[config.mk]
export PLATFORM = sky130hd
export DESIGN_NAME = c3mf_ctrl
export DESIGN_NICKNAME = d
export VERILOG_FILES = /design/src/c3mf_pkg.sv /design/src/c3mf_ctrl.sv
export SDC_FILE = /design/constraint.sdc
export NUM_CORES = 1
export LEC_CHECK = 0
export ABC_CLOCK_PERIOD_IN_PS = 2600
export BUFFER_PORTS_ARGS = -buffer_cell sky130_fd_sc_hd__buf_2
export CORE_AREA = 3 3 40 42
export DETAILED_ROUTE_END_ITERATION = 12
export DIE_AREA = 0 0 43 45
export PLACE_DENSITY_LB_ADDON = 0.08
export SYNTH_ARGS = -nofsm -noshare
export SYNTH_HDL_FRONTEND = slang
export SYNTH_SLANG_ARGS = --single-unit
[constraint.sdc]
create_clock -name clk -period 2.6 [get_ports clk]
set_input_delay 0.13 -clock clk [delete_from_list [all_inputs] [get_ports clk]]
set_output_delay 0.13 -clock clk [all_outputs]
set_load 0.05 [all_outputs]
[src/c3mf_pkg.sv]
// Shared constants, codes and control/status types for the 3x3 convolution block.
`timescale 1ns / 1ps
package c3mf_pkg;

	localparam int DW          = 16;  // data, coefficient and result width
	localparam int KSIZE       = 3;
	localparam int KTAPS       = KSIZE * KSIZE;
	localparam int CH_W        = 8;   // channel counter
	localparam int POS_W       = 12;  // row and column counters
	localparam int CFG_DATA_W  = 13;
	localparam int CFG_IDX_W   = 3;

	localparam int DEF_LANES        = 8;
	localparam int DEF_MAX_CHANNELS = 256;
	localparam int DEF_LINE_WORDS   = 4096;
	localparam int DEF_FRAC_BITS    = 8;

	localparam logic [1:0] REQ_BIAS  = 2'd0;
	localparam logic [1:0] REQ_COEF  = 2'd1;
	localparam logic [1:0] REQ_PIXEL = 2'd2;

	localparam logic [CFG_IDX_W-1:0] CFG_NUM_CH   = 3'd0;
	localparam logic [CFG_IDX_W-1:0] CFG_WIDTH    = 3'd1;
	localparam logic [CFG_IDX_W-1:0] CFG_HEIGHT   = 3'd2;
	localparam logic [CFG_IDX_W-1:0] CFG_FILTERS  = 3'd3;
	localparam logic [CFG_IDX_W-1:0] CFG_RELU     = 3'd4;

	typedef enum logic [2:0] {
		ST_IDLE,
		ST_ISSUE,
		ST_DRAIN,
		ST_BIAS,
		ST_EMIT
	} state_t;

	typedef struct packed {
		logic accept;    // input transfer this cycle
		logic issue;     // send one tap down the MAC pipeline
		logic add_bias;  // finish accumulators
		logic lane_clr;
		logic lane_inc;
	} ctl_t;

	typedef struct packed {
		logic fire;      // accepted pixel completes an output position
		logic tap_last;
		logic lane_last;
	} stat_t;

endpackage

[src/c3mf_ctrl.sv]
// Sequencer for loads, tap issue, pipeline drain, bias and result transfers.
`timescale 1ns / 1ps
module c3mf_ctrl (
	input  logic           clk,
	input  logic           arst_n,
	input  logic           in_valid,
	output logic           in_ready,
	output logic           out_valid,
	input  logic           out_ready,
	input  c3mf_pkg::stat_t stat,
	output c3mf_pkg::ctl_t  ctl
);

	c3mf_pkg::state_t state_q, state_d;
	logic [1:0] dcnt_q;

	always_ff @(posedge clk or negedge arst_n) begin
		if (!arst_n) begin
			state_q <= c3mf_pkg::ST_IDLE;
			dcnt_q  <= 2'd0;
		end else begin
			state_q <= state_d;
			if (state_q == c3mf_pkg::ST_DRAIN) dcnt_q <= dcnt_q + 2'd1;
			else dcnt_q <= 2'd0;
		end
	end

	always_comb begin
		state_d = state_q;
		unique case (state_q)
			c3mf_pkg::ST_IDLE:  if (in_valid && stat.fire) state_d = c3mf_pkg::ST_ISSUE;
			c3mf_pkg::ST_ISSUE: if (stat.tap_last) state_d = c3mf_pkg::ST_DRAIN;
			// wait until the last product lands in the accumulators
			c3mf_pkg::ST_DRAIN: if (dcnt_q == 2'd2) state_d = c3mf_pkg::ST_BIAS;
			c3mf_pkg::ST_BIAS:  state_d = c3mf_pkg::ST_EMIT;
			c3mf_pkg::ST_EMIT:  if (out_ready && stat.lane_last) state_d = c3mf_pkg::ST_IDLE;
			default:            state_d = c3mf_pkg::ST_IDLE;
		endcase
	end

	always_comb begin
		in_ready     = (state_q == c3mf_pkg::ST_IDLE);
		out_valid    = (state_q == c3mf_pkg::ST_EMIT);
		ctl.accept   = in_ready && in_valid;
		ctl.issue    = (state_q == c3mf_pkg::ST_ISSUE);
		ctl.add_bias = (state_q == c3mf_pkg::ST_BIAS);
		ctl.lane_clr = (state_q == c3mf_pkg::ST_BIAS);
		ctl.lane_inc = out_valid && out_ready;
	end

endmodule

==> impl_results.md <==
* Outcome: finished clean
* Die area at 1940 um^2
* Final Setup Violations at 0
* Routed Antenna Nets at 0
* Total number of vias at 249
* Primary FF master, synth: dfrtp_1
* Max-slew headroom at the worst pin at 0.798
* Final nets at 53
* Reg clk slew, reported paths at 0.04 ns
* Yosys cell types at 18
* Synth warnings at 0
* RSZ-0062 raised after global routing: false
* Sequential area share after synthesis at 0.422
* Number of buffers created by CTS at 3
* Clock latency on the worst-skew pair at 0.24 ns
* Synth Area in Adders at 0.0422
* Layout area overhead at 30.4%
* Row count at 13
* Mapped cell area at 297 um^2
* Worst reg2reg startpoint: state_q[1]
* Sink Count at 5
* Number of synthesized flops with an enable pin at 0
* Gate Count Post-Synth at 29
* Post-synthesis mux area share at 0
* Number of vias per cell at 4.22
* Root Driver: clkbuf_4
* Share of the synthesized area in the top cell type at 0.422
* Tightest Pin Transition at 0.303 ns
* Peak Freq at about 0.66 GHz
* Largest net degree at the start of global routing at 11
* GP Congestion at 0.623
* Slew Viols, Final at 0
* Crit-path max FO at 9
* DRT iter0 DRCs at 0
* WHS Endpoint: state_q[2]
* Multi-input logic area at 138 um^2
* Die X at between 40 and 50 um
* Synth top area cells: dfrtp_1 42%, buf_6 7.6%, nand3b_1 5.1%
* Share of synthesized registers carrying an async set or reset at 1.00
* Post-synth top cells: 5 x dfrtp_1, 3 x nor2_1
* Max Clock Skew at around 0.001 ns
* Die height at 45 um
* Tcrit/Tclk final at 0.583
* TritonRoute pass-1 iters at 1
* Mapped Nets at 37
* Layout cells sized above 1 at 0.409
* Combinational family with the most area after synthesis: simple AND/OR/NAND/NOR gates
* Syn_area_per_cell at 10.2 um^2
* Crit Path Category: register to output port
* Sequential cell area at 125 um^2
* TritonCTS clock tree: done
* Finished Core Util at 0.301
* Grt total ovfl at 0
* Count leader, synth: dfrtp_1
* Fin. Hold Viols at 0
* Area fraction in compound gates after synthesis at 0.114
* Cell taking the most area after synthesis: dfrtp_1
* WL/cell at 10.3 um
* Vias in the first global route at between 200 and 300
* DP Wirelength at 489 um
* Post-route minimum period at 1.52 ns
* Post_cts resized at 0
* R2R Path End: dcnt_q[0]
* Reg2Reg Depth at 2
* H-tree depth at 1
* Final Power at roughly 0.00053 W
* PortBufs at 13
* Startpoint types: register
* Overall routing resource usage at 0.0770
* Hold depth at 3
* Peak VDD IR at 444 uV
* CORE AREA at approximately 1300 um^2
* Critical Path RT at 2.47 ns
* Hold path start: stat[0]
* Filler cells at about 140
* Static Leak at around 0.19 nW
* Ant diodes at 0
* Synth Area in Simple Gates at 0.308
* Synth Area in XOR/XNOR at 0
* WP data arrival at around 1.4 ns
* Detailed Route WL at 607 um
* IO Pins at 14
* Initial antenna violation count at 0
* Setup TNS at 0 ns
* Cell Pwr Density at 1360 nW/um^2
* Hold Path Class: input port to register
* Critical Path Sink Type: output port
* CTS max path bufs at 2
* Register bit count reported by yosys at 5
* First-pass GRT wire length at about 1100 um
* Initial core utilization at 0.231
* Max Cap Violations at 0
* Worst reg2reg setup slack at 1.51 ns
* DRC Markers at 0
-- critical path: stages (launching register included) --
cell     delay (ns)
dfrtp_1        0.47
nor3b_2        0.27
and2_1         0.15
buf_2          0.26
-- layer usage --
metal | global-route usage | share of wire
met4 | 0.0542 | 0
met3 | 0.0398 | 0.084
met2 | 0.105 | 0.48
met5 | 0 | 0
met1 | 0.0929 | 0.43
-- cell type report --
class | count | share of cell area
multi-input cells | 20 | 0.356
flip-flops and latches | 5 | 0.324
repair buffers | 14 | 0.194
clock buffers | 4 | 0.0680
well taps | 15 | 0.0485
inverters | 1 | 0.00971
-- worst max-delay path by stage --
stage               startpoint  endpoint  slack [ns]  cells after the start
floorplan           state_q[0]    ctl[0]        0.73                      3
global placement    state_q[0]    ctl[0]        1.38                      3
detailed placement  state_q[0]    ctl[0]        1.33                      3
CTS                 state_q[0]    ctl[0]        1.06                      3
global route        state_q[2]    ctl[0]        0.98                      3
finish              state_q[0]    ctl[0]        1.08                      3
-- metrics by stage --
step | setup slack, ns | hold WS [ns] | cell area [um^2] | std cells
2_1_floorplan | 0.728 | -0.166 | 297 | 29
3_3_place_gp | 1.38 | -0.0496 | 350 | 54
3_5_place_dp | 1.33 | -0.0497 | 350 | 54
4_1_cts | 1.06 | 0.150 | 387 | 59
5_1_grt | 0.978 | 0.175 | 387 | 59
6_report | 1.08 | 0.157 | 387 | 59
-- power breakdown --
| part | internal, W | total (W) | switching [W] |
|---|---|---|---|
| Combinational | 0.0000836 | 0.000282 | 0.000198 |
| Sequential | 0.000106 | 0.000157 | 0.0000512 |
| Clock | 0.0000579 | 0.0000871 | 0.0000292 |
-- registers in the layout (all words and copies together) (netlist names) --
register / count
state_q: 3
dcnt_q: 2
-- cell families after synthesis --
| family | count (synthesis) |
|---|---|
| compound gates | 5 |
| fa+ha+maj | 1 |
| flops | 5 |
| buf+inv | 4 |
| simple gates | 14 |
-- what timing repair did --
action                                  4_1_cts  5_1_grt
buffers inserted                              0        0
endpoints found under the setup margin        0        0
hold buffers                                  1        0
endpoints found under the hold margin         5        0
-- cell usage in the layout (no fill, tap or decap) --
cell / instances
ha_1: 1
and2_1: 2
dlygate4sd3_1: 1
dfrtp_1: 5
nor3b_2: 1
nand3b_1: 2
a21oi_1: 2
clkbuf_4: 3
or3b_1: 1
clkbuf_1: 1
a211oi_1: 1
nor2_1: 3
nor3_2: 1
nand2_1: 2
nand2b_1: 1
o21a_1: 1
inv_1: 1
o2bb2ai_1: 1
buf_2: 13
nor3b_1: 1
Power figures use the tool's default switching activity.
